--- config.mk ---
export PLATFORM = sky130hd
export DESIGN_NAME = frame_recycled_chunk_allocator_top
export DESIGN_NICKNAME = d
export VERILOG_FILES = /design/src/hdl/frca_pkg.sv /design/src/hdl/frame_recycled_chunk_allocator_top.sv /design/src/hdl/frca_ctrl.sv /design/src/hdl/frca_dp.sv
export SDC_FILE = /design/constraint.sdc
export NUM_CORES = 2
export LEC_CHECK = 0
export ABC_AREA = 1
export BUFFER_PORTS_ARGS = -buffer_cell sky130_fd_sc_hd__buf_2
export CAP_MARGIN = 20
export CORE_MARGIN = 3
export CORE_UTILIZATION = 35
export CTS_CLUSTER_DIAMETER = 40
export DETAILED_ROUTE_END_ITERATION = 10
export GPL_TIMING_DRIVEN = 0
export PLACE_DENSITY = 0.49
export SYNTH_ARGS = -nofsm -noshare
export SYNTH_HDL_FRONTEND = slang
export SYNTH_SLANG_ARGS = --single-unit
--- constraint.sdc ---
create_clock -name clk_i -period 6.6 [get_ports clk_i]
set_clock_uncertainty 0.15 [all_clocks]
set_input_delay 0.33 -clock clk_i [delete_from_list [all_inputs] [get_ports clk_i]]
set_output_delay 0.33 -clock clk_i [all_outputs]
set_load 0.03 [all_outputs]
--- src/hdl/frca_pkg.sv ---
// shared constants and command/status types of the frame recycled chunk allocator
// no dependencies
package frca_pkg;

  localparam int unsigned MAX_CHUNKS_DEF = 8;

  localparam int unsigned DATA_W    = 32;
  localparam int unsigned ALIGN_W   = 5;
  localparam int unsigned ROUNDS_W  = 6;
  localparam int unsigned CFG_IDX_W = 2;
  localparam int unsigned OUT_IDX_W = 3;

  localparam logic [DATA_W-1:0]   DEFAULT_MIN_CHUNK = 32'd2097152;
  localparam logic [ALIGN_W-1:0]  RESET_ALIGN_LOG2  = 5'd8;
  localparam logic [ALIGN_W-1:0]  MAX_ALIGN_LOG2    = 5'd16;
  localparam logic [ROUNDS_W-1:0] RESET_ROUNDS      = 6'd3;

  localparam logic [CFG_IDX_W-1:0] CFG_MIN_CHUNK    = 2'd0;
  localparam logic [CFG_IDX_W-1:0] CFG_ALIGN_LOG2   = 2'd1;
  localparam logic [CFG_IDX_W-1:0] CFG_REUSE_ROUNDS = 2'd2;

  localparam logic ACTION_ALLOC   = 1'b0;
  localparam logic ACTION_ADVANCE = 1'b1;

  typedef struct packed {
    logic advance;
    logic begin_req;
    logic read;
    logic eval;
    logic fit_chk;
    logic step;
    logic emit_full;
    logic open_max;
    logic commit;
  } frca_cmd_t;

  typedef struct packed {
    logic last_ok;
    logic any_open;
    logic more;
    logic fit;
    logic full;
  } frca_sts_t;

endpackage

--- src/hdl/frame_recycled_chunk_allocator_top.sv ---
// Per-frame bump allocator over a table of up to MAX_CHUNKS chunks, with idle-chunk recycling.
// A frame advance is accepted when start is high and busy is low, and done_o pulses in the next
// cycle. An allocation request holds busy high while it visits chunks, each in turn through
// table read, age and alignment, and fit test, and while it opens a chunk. Every item gives
// exactly one result, shown for a single cycle with done_o high; there is no back-pressure
// on results, so the receiver must take each one as it appears. The chunk table needs no
// clearing after reset. Configuration writes belong in idle cycles (busy low, no done_o).
// depends on frca_pkg, frca_ctrl, frca_dp
module frame_recycled_chunk_allocator_top import frca_pkg::*; #(
  parameter int unsigned MAX_CHUNKS = MAX_CHUNKS_DEF
) (
  input  logic                 clk_i,
  input  logic                 rst_ni,
  input  logic                 cfg_we_i,
  input  logic [CFG_IDX_W-1:0] cfg_index_i,
  input  logic [DATA_W-1:0]    cfg_wdata_i,
  input  logic                 start,
  output logic                 busy,
  input  logic                 action_i,
  input  logic [DATA_W-1:0]    request_size_i,
  output logic                 done_o,
  output logic                 status_o,
  output logic [OUT_IDX_W-1:0] chunk_index_o,
  output logic [DATA_W-1:0]    byte_offset_o,
  output logic                 opened_chunk_o,
  output logic [DATA_W-1:0]    opened_capacity_o
);

  frca_cmd_t cmd;
  frca_sts_t sts;

  frca_ctrl u_ctrl (
    .clk_i    (clk_i),
    .rst_ni   (rst_ni),
    .start    (start),
    .action_i (action_i),
    .sts_i    (sts),
    .cmd_o    (cmd),
    .busy_o   (busy)
  );

  frca_dp #(
    .MAX_CHUNKS (MAX_CHUNKS)
  ) u_dp (
    .clk_i             (clk_i),
    .rst_ni            (rst_ni),
    .cfg_we_i          (cfg_we_i),
    .cfg_index_i       (cfg_index_i),
    .cfg_wdata_i       (cfg_wdata_i),
    .request_size_i    (request_size_i),
    .cmd_i             (cmd),
    .sts_o             (sts),
    .done_o            (done_o),
    .status_o          (status_o),
    .chunk_index_o     (chunk_index_o),
    .byte_offset_o     (byte_offset_o),
    .opened_chunk_o    (opened_chunk_o),
    .opened_capacity_o (opened_capacity_o)
  );

endmodule

--- src/hdl/frca_ctrl.sv ---
// controller state machine of the frame recycled chunk allocator
// depends on frca_pkg
module frca_ctrl import frca_pkg::*; (
  input  logic      clk_i,
  input  logic      rst_ni,
  input  logic      start,
  input  logic      action_i,
  input  frca_sts_t sts_i,
  output frca_cmd_t cmd_o,
  output logic      busy_o
);

  typedef enum logic [2:0] {
    ST_IDLE,
    ST_READ,
    ST_EVAL,
    ST_FIT,
    ST_OPEN_MAX,
    ST_OPEN_CAP
  } state_e;

  state_e state_q, state_d;

  always_comb begin
    cmd_o   = '0;
    state_d = state_q;
    unique case (state_q)
      ST_IDLE: begin
        if (start) begin
          if (action_i == ACTION_ADVANCE) begin
            cmd_o.advance = 1'b1;
          end else begin
            cmd_o.begin_req = 1'b1;
            state_d = (sts_i.last_ok || sts_i.any_open) ? ST_READ : ST_OPEN_MAX;
          end
        end
      end
      ST_READ: begin
        cmd_o.read = 1'b1;
        state_d    = ST_EVAL;
      end
      ST_EVAL: begin
        cmd_o.eval = 1'b1;
        state_d    = ST_FIT;
      end
      ST_FIT: begin
        cmd_o.fit_chk = 1'b1;
        if (sts_i.fit) begin
          state_d = ST_IDLE;
        end else begin
          cmd_o.step = 1'b1;
          if (sts_i.more) begin
            state_d = ST_READ;
          end else if (sts_i.full) begin
            cmd_o.emit_full = 1'b1;
            state_d = ST_IDLE;
          end else begin
            state_d = ST_OPEN_MAX;
          end
        end
      end
      ST_OPEN_MAX: begin
        cmd_o.open_max = 1'b1;
        state_d = ST_OPEN_CAP;
      end
      ST_OPEN_CAP: begin
        cmd_o.commit = 1'b1;
        state_d = ST_IDLE;
      end
      default: begin
        state_d = ST_IDLE;
      end
    endcase
  end

  always_ff @(posedge clk_i or negedge rst_ni) begin
    if (!rst_ni) begin
      state_q <= ST_IDLE;
    end else begin
      state_q <= state_d;
    end
  end

  assign busy_o = (state_q != ST_IDLE);

endmodule

--- src/hdl/frca_dp.sv ---
// datapath of the frame recycled chunk allocator: config, chunk table, fit test, results
// depends on frca_pkg
module frca_dp import frca_pkg::*; #(
  parameter int unsigned MAX_CHUNKS = MAX_CHUNKS_DEF
) (
  input  logic                 clk_i,
  input  logic                 rst_ni,
  input  logic                 cfg_we_i,
  input  logic [CFG_IDX_W-1:0] cfg_index_i,
  input  logic [DATA_W-1:0]    cfg_wdata_i,
  input  logic [DATA_W-1:0]    request_size_i,
  input  frca_cmd_t            cmd_i,
  output frca_sts_t            sts_o,
  output logic                 done_o,
  output logic                 status_o,
  output logic [OUT_IDX_W-1:0] chunk_index_o,
  output logic [DATA_W-1:0]    byte_offset_o,
  output logic                 opened_chunk_o,
  output logic [DATA_W-1:0]    opened_capacity_o
);

  localparam int unsigned IDX_W = (MAX_CHUNKS > 1) ? $clog2(MAX_CHUNKS) : 1;
  localparam int unsigned CNT_W = $clog2(MAX_CHUNKS + 1);

  // configuration, stored already clamped
  logic [DATA_W-1:0]   min_q;
  logic [ALIGN_W-1:0]  lg_q;
  logic [ROUNDS_W-1:0] rounds_q;

  logic [DATA_W-1:0] fc_q;
  logic [CNT_W-1:0]  open_q;
  logic [IDX_W-1:0]  last_q;
  logic              last_valid_q;
  logic [IDX_W-1:0]  cur_q;
  logic              from_last_q;

  logic [DATA_W-1:0] size_q;
  logic [DATA_W:0]   start_q;
  logic              recycle_q;
  logic [DATA_W-1:0] max_q;

  logic [DATA_W-1:0] cap_mem   [MAX_CHUNKS];
  logic [DATA_W-1:0] used_mem  [MAX_CHUNKS];
  logic [DATA_W-1:0] frame_mem [MAX_CHUNKS];
  logic [DATA_W-1:0] cap_rd_q, used_rd_q, frame_rd_q;

  logic              done_q, status_q, opened_q;
  logic [IDX_W-1:0]  idx_q;
  logic [DATA_W-1:0] off_q, opcap_q;

  logic [DATA_W:0]    mask;
  logic [DATA_W:0]    aligned_used;
  logic [DATA_W-1:0]  age;
  logic               recycle;
  logic [DATA_W+1:0]  end_sum;
  logic               fit;
  logic [DATA_W:0]    cap_sum;
  logic [DATA_W-1:0]  new_cap;
  logic [IDX_W-1:0]   wr_addr;
  logic               used_we, frame_we;
  logic [DATA_W-1:0]  used_wdata;
  logic [IDX_W+2:0]   idx_ext;
  logic               last_ok;

  assign mask         = ((DATA_W+1)'(1) << lg_q) - (DATA_W+1)'(1);
  assign aligned_used = ({1'b0, used_rd_q} + mask) & ~mask;
  assign age          = fc_q - frame_rd_q;
  assign recycle      = (age >= DATA_W'(rounds_q));
  assign end_sum      = {1'b0, start_q} + {2'b00, size_q};
  assign fit          = (end_sum <= {2'b00, cap_rd_q});
  assign cap_sum      = ({1'b0, max_q} + mask) & ~mask;
  assign new_cap      = cap_sum[DATA_W] ? '1 : cap_sum[DATA_W-1:0];

  assign last_ok = last_valid_q && (CNT_W'(last_q) < open_q);

  assign sts_o.last_ok  = last_ok;
  assign sts_o.any_open = (open_q != '0);
  assign sts_o.more     = from_last_q ? (open_q != '0) : ((CNT_W'(cur_q) + CNT_W'(1)) < open_q);
  assign sts_o.fit      = fit;
  assign sts_o.full     = (open_q == CNT_W'(MAX_CHUNKS));

  // chunk table write port
  assign wr_addr    = cmd_i.commit ? open_q[IDX_W-1:0] : cur_q;
  assign used_we    = cmd_i.commit | (cmd_i.fit_chk & (fit | recycle_q));
  assign frame_we   = cmd_i.commit | (cmd_i.fit_chk & recycle_q);
  assign used_wdata = cmd_i.commit ? size_q : (fit ? end_sum[DATA_W-1:0] : '0);

  always_ff @(posedge clk_i) begin
    if (cmd_i.commit) begin
      cap_mem[wr_addr] <= new_cap;
    end
    if (used_we) begin
      used_mem[wr_addr] <= used_wdata;
    end
    if (frame_we) begin
      frame_mem[wr_addr] <= fc_q;
    end
    if (cmd_i.read) begin
      cap_rd_q   <= cap_mem[cur_q];
      used_rd_q  <= used_mem[cur_q];
      frame_rd_q <= frame_mem[cur_q];
    end
  end

  always_ff @(posedge clk_i or negedge rst_ni) begin
    if (!rst_ni) begin
      min_q        <= DEFAULT_MIN_CHUNK;
      lg_q         <= RESET_ALIGN_LOG2;
      rounds_q     <= RESET_ROUNDS;
      fc_q         <= '0;
      open_q       <= '0;
      last_q       <= '0;
      last_valid_q <= 1'b0;
      cur_q        <= '0;
      from_last_q  <= 1'b0;
      done_q       <= 1'b0;
    end else begin
      if (cfg_we_i) begin
        case (cfg_index_i)
          CFG_MIN_CHUNK: begin
            min_q <= (cfg_wdata_i == '0) ? DEFAULT_MIN_CHUNK : cfg_wdata_i;
          end
          CFG_ALIGN_LOG2: begin
            lg_q <= (cfg_wdata_i[ALIGN_W-1:0] > MAX_ALIGN_LOG2) ?
                    MAX_ALIGN_LOG2 : cfg_wdata_i[ALIGN_W-1:0];
          end
          CFG_REUSE_ROUNDS: begin
            rounds_q <= (cfg_wdata_i[ROUNDS_W-1:0] == '0) ?
                        ROUNDS_W'(1) : cfg_wdata_i[ROUNDS_W-1:0];
          end
          default: begin
          end
        endcase
      end
      if (cmd_i.advance) begin
        fc_q <= fc_q + DATA_W'(1);
      end
      if (cmd_i.begin_req) begin
        cur_q       <= last_ok ? last_q : '0;
        from_last_q <= last_ok;
      end
      if (cmd_i.step) begin
        if (from_last_q) begin
          cur_q       <= '0;
          from_last_q <= 1'b0;
        end else begin
          cur_q <= cur_q + IDX_W'(1);
        end
      end
      if (cmd_i.fit_chk && fit) begin
        last_q       <= cur_q;
        last_valid_q <= 1'b1;
      end
      if (cmd_i.commit) begin
        open_q       <= open_q + CNT_W'(1);
        last_q       <= open_q[IDX_W-1:0];
        last_valid_q <= 1'b1;
      end
      done_q <= cmd_i.advance | cmd_i.emit_full | (cmd_i.fit_chk & fit) | cmd_i.commit;
    end
  end

  always_ff @(posedge clk_i) begin
    if (cmd_i.begin_req) begin
      size_q <= request_size_i;
    end
    if (cmd_i.eval) begin
      start_q   <= recycle ? '0 : aligned_used;
      recycle_q <= recycle;
    end
    if (cmd_i.open_max) begin
      max_q <= (size_q > min_q) ? size_q : min_q;
    end
    if (cmd_i.advance || cmd_i.emit_full) begin
      status_q <= cmd_i.emit_full;
      idx_q    <= '0;
      off_q    <= '0;
      opened_q <= 1'b0;
      opcap_q  <= '0;
    end else if (cmd_i.fit_chk && fit) begin
      status_q <= 1'b0;
      idx_q    <= cur_q;
      off_q    <= start_q[DATA_W-1:0];
      opened_q <= 1'b0;
      opcap_q  <= '0;
    end else if (cmd_i.commit) begin
      status_q <= 1'b0;
      idx_q    <= open_q[IDX_W-1:0];
      off_q    <= '0;
      opened_q <= 1'b1;
      opcap_q  <= new_cap;
    end
  end

  assign idx_ext = {3'b000, idx_q};

  assign done_o            = done_q;
  assign status_o          = status_q;
  assign chunk_index_o     = idx_ext[OUT_IDX_W-1:0];
  assign byte_offset_o     = off_q;
  assign opened_chunk_o    = opened_q;
  assign opened_capacity_o = opcap_q;

endmodule

-- Yosys cells after proc, flatten, opt, wreduce, memory -nomap -nowiden
Memories as Yosys holds them, arrays and structs flattened. A register that Yosys moved wholly into a read port is not among the register bits.
Index checks and enable logic that the tools add are counted.
- memory bits (writable): 768
- register bits after elaboration: 258
- memories: 3
- memory list (memory ; words ; width ; rd ports ; clocked after Yosys merged registers in ; wr ports ; line ; source):
    u_dp.cap_mem ; 8 ; 32 ; 1 ; 1 ; 1 ; frca_dp.sv:42 ; logic [DATA_W-1:0] cap_mem [MAX_CHUNKS];
    u_dp.frame_mem ; 8 ; 32 ; 1 ; 1 ; 1 ; frca_dp.sv:44 ; logic [DATA_W-1:0] frame_mem [MAX_CHUNKS];
    u_dp.used_mem ; 8 ; 32 ; 1 ; 1 ; 1 ; frca_dp.sv:43 ; logic [DATA_W-1:0] used_mem [MAX_CHUNKS];
- magnitude comparators: 6
- mux-type cells: 52
- bitwise logic cells: 12
- reductions and logical operators: 18
- $add $sub $neg: 9
- equality and inequality tests: 10
- shift-type cells: 1
- operators with widths (kind ; number):
    $mux W32 ; 7
    $add A32 B33 Y33 ; 2
    $and A33 B33 Y33 ; 2
    $mux W3 ; 16
    $add A33 B32 Y34 ; 1
    $le A34 B32 Y1 ; 1
    $not A33 Y33 ; 1
    $shl A1 B5 Y33 const A ; 1
    $sub A33 B2 Y33 const B ; 1
    $add A32 B1 Y32 const B ; 1
    $ge A32 B6 Y1 ; 1
    $gt A32 B32 Y1 ; 1
    $logic_not A32 Y1 ; 1
    $sub A32 B32 Y32 ; 1
    $mux W1 ; 23
    $pmux W3 S5 ; 1
    $reduce_and A2 Y1 ; 4
    $eq A3 B2 Y1 const B ; 2
    $eq A3 B3 Y1 const B ; 2
    $logic_not A6 Y1 ; 1
    $mux W2 ; 3
    $mux W6 ; 1
    $or A1 B1 Y1 ; 6
    $reduce_bool A3 Y1 ; 2
    other kinds (20) ; 26

-- Depth between registers and ports, before layout
- word-level depth: 10
- depth in mapped cells: 31

-- Modules after synthesis
A second synthesis with hierarchy kept.
- cell total of the unflattened synthesis: 5197
- area total of the unflattened synthesis: 53354.9 µm²
- by module, submodules not included (module ; instances ; cells an instance ; area each (µm²)):
    frca_dp ; 1 ; 5153 ; 53084.7
    frca_ctrl ; 1 ; 44 ; 270.3

-- Worst setup path before layout
Ideal clock, no wire load.
- path kind: flip-flop to flip-flop
- from: reg u_ctrl.state_q[2]
- to: reg u_ctrl.state_q[1]
- period minus slack after synthesis: 5.290 ns
- slack: 1.310 ns
- path buffers: 0
- arrival: 5.051 ns
- cell stages (with the launch flop): 5
- path through: dfrtp_1 inv_1 nand2_1 nor2_1 or2_2
- word-level cells in the longest chain between the ends: 3
- elaborated cells between the ends (all ways): 9
- classes of those cells: eq/ne (6); mux (1); reduce/logical (2)
- ends and longest elaborated chain (what ; line ; source):
    start, declared ; frca_ctrl.sv:22 ; state_e state_q, state_d;
    start signal, assigned ; frca_ctrl.sv:80 ; state_q <= state_d;
    $logic_not A3 Y1 ; frca_ctrl.sv:27 ; unique case (state_q)
    $ne A2 B2 Y1 (no source line) ; n/a ;
    $reduce_and A2 Y1 (no source line) ; n/a ;
Parallel ways exist; a longest one is shown, timed or not.
A chain may end at the register's enable or synchronous reset.

-- Final worst setup path
- from: reg u_dp.size_q[0]
- to: reg u_dp.opcap_q[25], in the netlist u_dp.opened_capacity_o[25]
- word-level cells in the longest chain between the ends: 6
- elaborated cells between the ends (all ways): 7
- classes of those cells: add/sub (1); order compare (1); mux (2); reduce/logical (3)
- ends and longest elaborated chain (what ; line ; source):
    start, declared ; frca_dp.sv:37 ; logic [DATA_W-1:0] size_q;
    start signal, assigned ; frca_dp.sv:165 ; size_q <= request_size_i;
    $add A33 B32 Y34 (*) ; frca_dp.sv:69 ; assign end_sum = {1'b0, start_q} + {2'b00, size_q};
    $le A34 B32 Y1 (*) ; frca_dp.sv:70 ; assign fit = (end_sum <= {2'b00, cap_rd_q});
    $mux W2 ; frca_ctrl.sv:48 ; if (sts_i.fit) begin
    $mux W3 ; frca_ctrl.sv:27 ;
    $logic_or A1 B1 Y1 ; frca_dp.sv:174 ; if (cmd_i.advance || cmd_i.emit_full) begin
    $reduce_or A2 Y1 (no source line) (*) ; n/a ;
    end signal, assigned ; frca_dp.sv:191 ; opcap_q <= new_cap;
    end, declared ; frca_dp.sv:49 ; logic [DATA_W-1:0] off_q, opcap_q;
Every way passes the cells marked *; elsewhere a longest branch is shown, timed or not.

==> flow_summary.ini <==
[timing]
worst_pin_slew_ns = 1.14
slew_headroom_pct = 24.2
min_period_ns = 6.38
setup_violations = 0
rsz0062_at_grt = no
whs_ns = 0.101
post-route-period-util_pct = 96.6
max_freq_ghz = 0.157
finalWorstSetupSlack_ns = 0.222
hold_viol = 0
report.final.slew_viol_count = 0

[logic_synthesis]
synth.area.mux_share_pct = 0.934
yosys_warnings = 0
synthCells = 5237
ys.flop_type = edfxtp_1
async_reset_ff_share_pct = 8.11
synth_cell_type_count = 73
synth_top_area_share_pct = 53.8
synth-edff-count = 963
ys_ff_latch = 1122
synth_top_family_by_area = simple AND/OR/NAND/NOR gates
synth-simple-area-share_pct = 15.5
syn_area_um2 = 53700
avgSynthCellArea_um2 = 10.3
synth-compound-area-share_pct = 11.6
synth-xor-area-share_pct = 1.61
seq_area_frac_synth_pct = 60.6
post-synth-top-area-cell = edfxtp_1
synth_area_leaders = edfxtp_1 (54%), nor2_1 (6.8%), o21ai_0 (5.1%)
synth_fa_ha_area_share_pct = 4.92

[place]
place.gp.congestion = 1.00
port_buffers = 141
dpl.cell_count = 7495
dp_hpwl_um = 150000
dpl_worst_slack_ns = 0.00637

[detailed_routing]
wl_per_cell_um = 24.5
drt_wl_total_um = 194000
drt-pass1-iter-count = 5
drc = 0
ant_nets = 0
vias = 40713
drt_iter0_markers = 3311
vias_per_cell = 5.14

[critical_path]
startpoint_type = flop
required_ns = 7.09
path_class = flop to flop
end_kind = flop
path_buf_inv = 3
crit_slowest_cell = nor3_1
arrival_ns = 6.87
crit_family = simple AND/OR/NAND/NOR gates
slowest_delay_ns = 0.63
path_max_fanout = 10
crit_top_cell = nand2_1

[global_routing]
grt.overflow.total = 0
first_global_vias = 40073
grt_use_total_pct = 24.2
grt_first_pass_wirelength_um = 277000
grt_max_degree = 70
antenna_found_initial = 6

[layout]
layout-drive-gt1-share_pct = 13.5
final_common_cell = edfxtp_1
post-route-util_pct = 43.0
final_cell_mix = edfxtp_1 (963), nor2_1 (959), nand2_1 (599)
areaGrowthSynthToFinish_pct = 22.0
nets = 6007
layout.cells.non_filler = 7922

[job]
maxCapViolations = 0

[power]
vdd_drop_max_mv = 0.318
powerDensity_nw_per_um2 = 490
power.leakage_nw = 25.5

[clocking]
cts_sinks = 1122
clock_latency_ns = 0.81
cts_buffers = 181
cts-htree-levels = 4
clk_pin_slew_ns = 0.05
cts-root-buf = clkbuf_16
tritoncts = done
cts_buffer_depth = 3

[floorplan]
row_count = 143
io_pins = 142
die_width_um = 398
coreArea_um2 = 152000
die-area_um2 = 158000
die_h_um = 398
initial_core_util_pct = 35.3

[status]
status = completed

[hold_path]
hp-class = input port to flop
worst paths after layout:
| path | cells past startpoint | slack, ns | endpoint | start |
|---|---|---|---|---|
| setup / recovery | 28 | 0.22 | u_dp.opened_capacity_o[25] | u_dp.size_q[0] |
| hold / removal | 2 | 0.10 | u_dp.size_q[14] | request_size_i[14] |
| setup reg to reg | 28 | 0.22 | u_dp.opened_capacity_o[25] | u_dp.size_q[0] |
| hold reg to reg | 2 | 0.32 | u_dp.byte_offset_o[3] | u_dp.byte_offset_o[3] |
| max in group asynchronous | 4 | 5.32 | u_dp.min_q[21] | rst_ni |
| min in group asynchronous | 4 | 0.46 | u_dp.done_o | rst_ni |
state kept, by name, summed over array words and instances, names as in the netlist, 3 cells and up:
signal / cells
u_dp.cap_rd_q: 32
u_dp.rounds_q: 6
u_dp.frame_mem: 256
u_dp.min_q: 32
u_dp.open_q: 4
u_dp.start_q: 33
u_dp.used_mem: 256
u_dp.used_rd_q: 32
u_dp.size_q: 32
u_dp.opened_capacity_o: 32
u_dp.fc_q: 32
u_dp.chunk_index_o: 3
u_dp.frame_rd_q: 32
u_dp.last_q: 3
u_dp.byte_offset_o: 32
u_dp.max_q: 32
u_dp.cur_q: 3
u_ctrl.state_q: 3
u_dp.lg_q: 5
u_dp.cap_mem: 256
metrics by stage:
step / setup TNS [ns] / power (W) / cell area, µm²
final: 0 / 0.0321 / 65500
after global routing: 0 / 0.0338 / 65500
after CTS: 0 / 0.0322 / 65400
after detailed placement: 0 / 0.0222 / 58200
after global placement: -819.50 / 0.0219 / 57000
after floorplan: 0 / 0.0171 / 53700
cells by family (layout without fill, tap and decap cells):
kind of cell	count (synthesis)	after routing
and+or+nand+nor	1971	1971
AOI/OAI and AO/OA	1132	1132
DFF	1122	1122
buffers and inverters	656	1305
adders and majority gates	209	209
xor gates and xnor gates	99	99
muxes	47	47
other	1	7
what timing repair did:
item,CTS,global route
cloned,0,0
resized for setup,5,30
hold buffers,76,0
buffers inserted,0,0
hold endpoints to repair,180,0
endpoints found under the setup margin,66,463
where the power goes:
part / internal, W / total [W] / switching [W]
registers: 0.00957 / 0.0101 / 0.000576
clock network: 0.00612 / 0.00982 / 0.00370
logic: 0.00343 / 0.0121 / 0.00870
total: 0.0191 / 0.0321 / 0.0130
Yosys cell counts (4+ instances only):
library cell  number
o21ai_1           27
inv_1            438
buf_1             20
mux2i_1           22
nand3_2            6
nand2_1          599
nand3_1          172
inv_2             11
o211ai_1           7
o22ai_1          108
nor2_2            28
a21oi_1          236
a221oi_1           5
fa_1               4
a21oi_2           11
xor2_1            73
xnor2_1           26
a211oi_1           6
o21bai_1          10
a21o_1            16
or2_2             28
a31oi_1          112
nor3_1            43
nand2_2           20
dfrtp_1           87
nor3_2             5
nand4_1           49
and2_1             4
buf_2             18
nor2_1           969
dfstp_2            4
dfxtp_1           68
edfxtp_1         963
nor2_4             8
buf_6              9
ha_1             205
nor4_1            16
mux2_2            25
o21a_1            11
o21ai_0          550
a21boi_0           9
nand3b_1          10
clkbuf_1         154
layer usage:
layer,GRT usage (%),routed length [µm],share of wire [%]
met2,39.9,91600,47
met3,3.63,9810,5.1
met1,31.9,84300,44
met4,9.51,7980,4.1
met5,0,13,0.0067
cell type report:
| class | count | area, µm² |
|---|---|---|
| Timing Repair Buffer | 306 | 2550 |
| Multi-Input combinational cell | 3460 | 18800 |
| Inverter | 452 | 1740 |
| Antenna cell | 5 | 12.5 |
| Clock buffer | 213 | 4880 |
| Tap cell | 2030 | 2540 |
| Fill cell | 14586 | 86700 |
| Clock inverter | 130 | 1550 |
| Sequential cell | 1122 | 32600 |
| Buffer | 204 | 875 |
(Power assumes the default switching activity.)
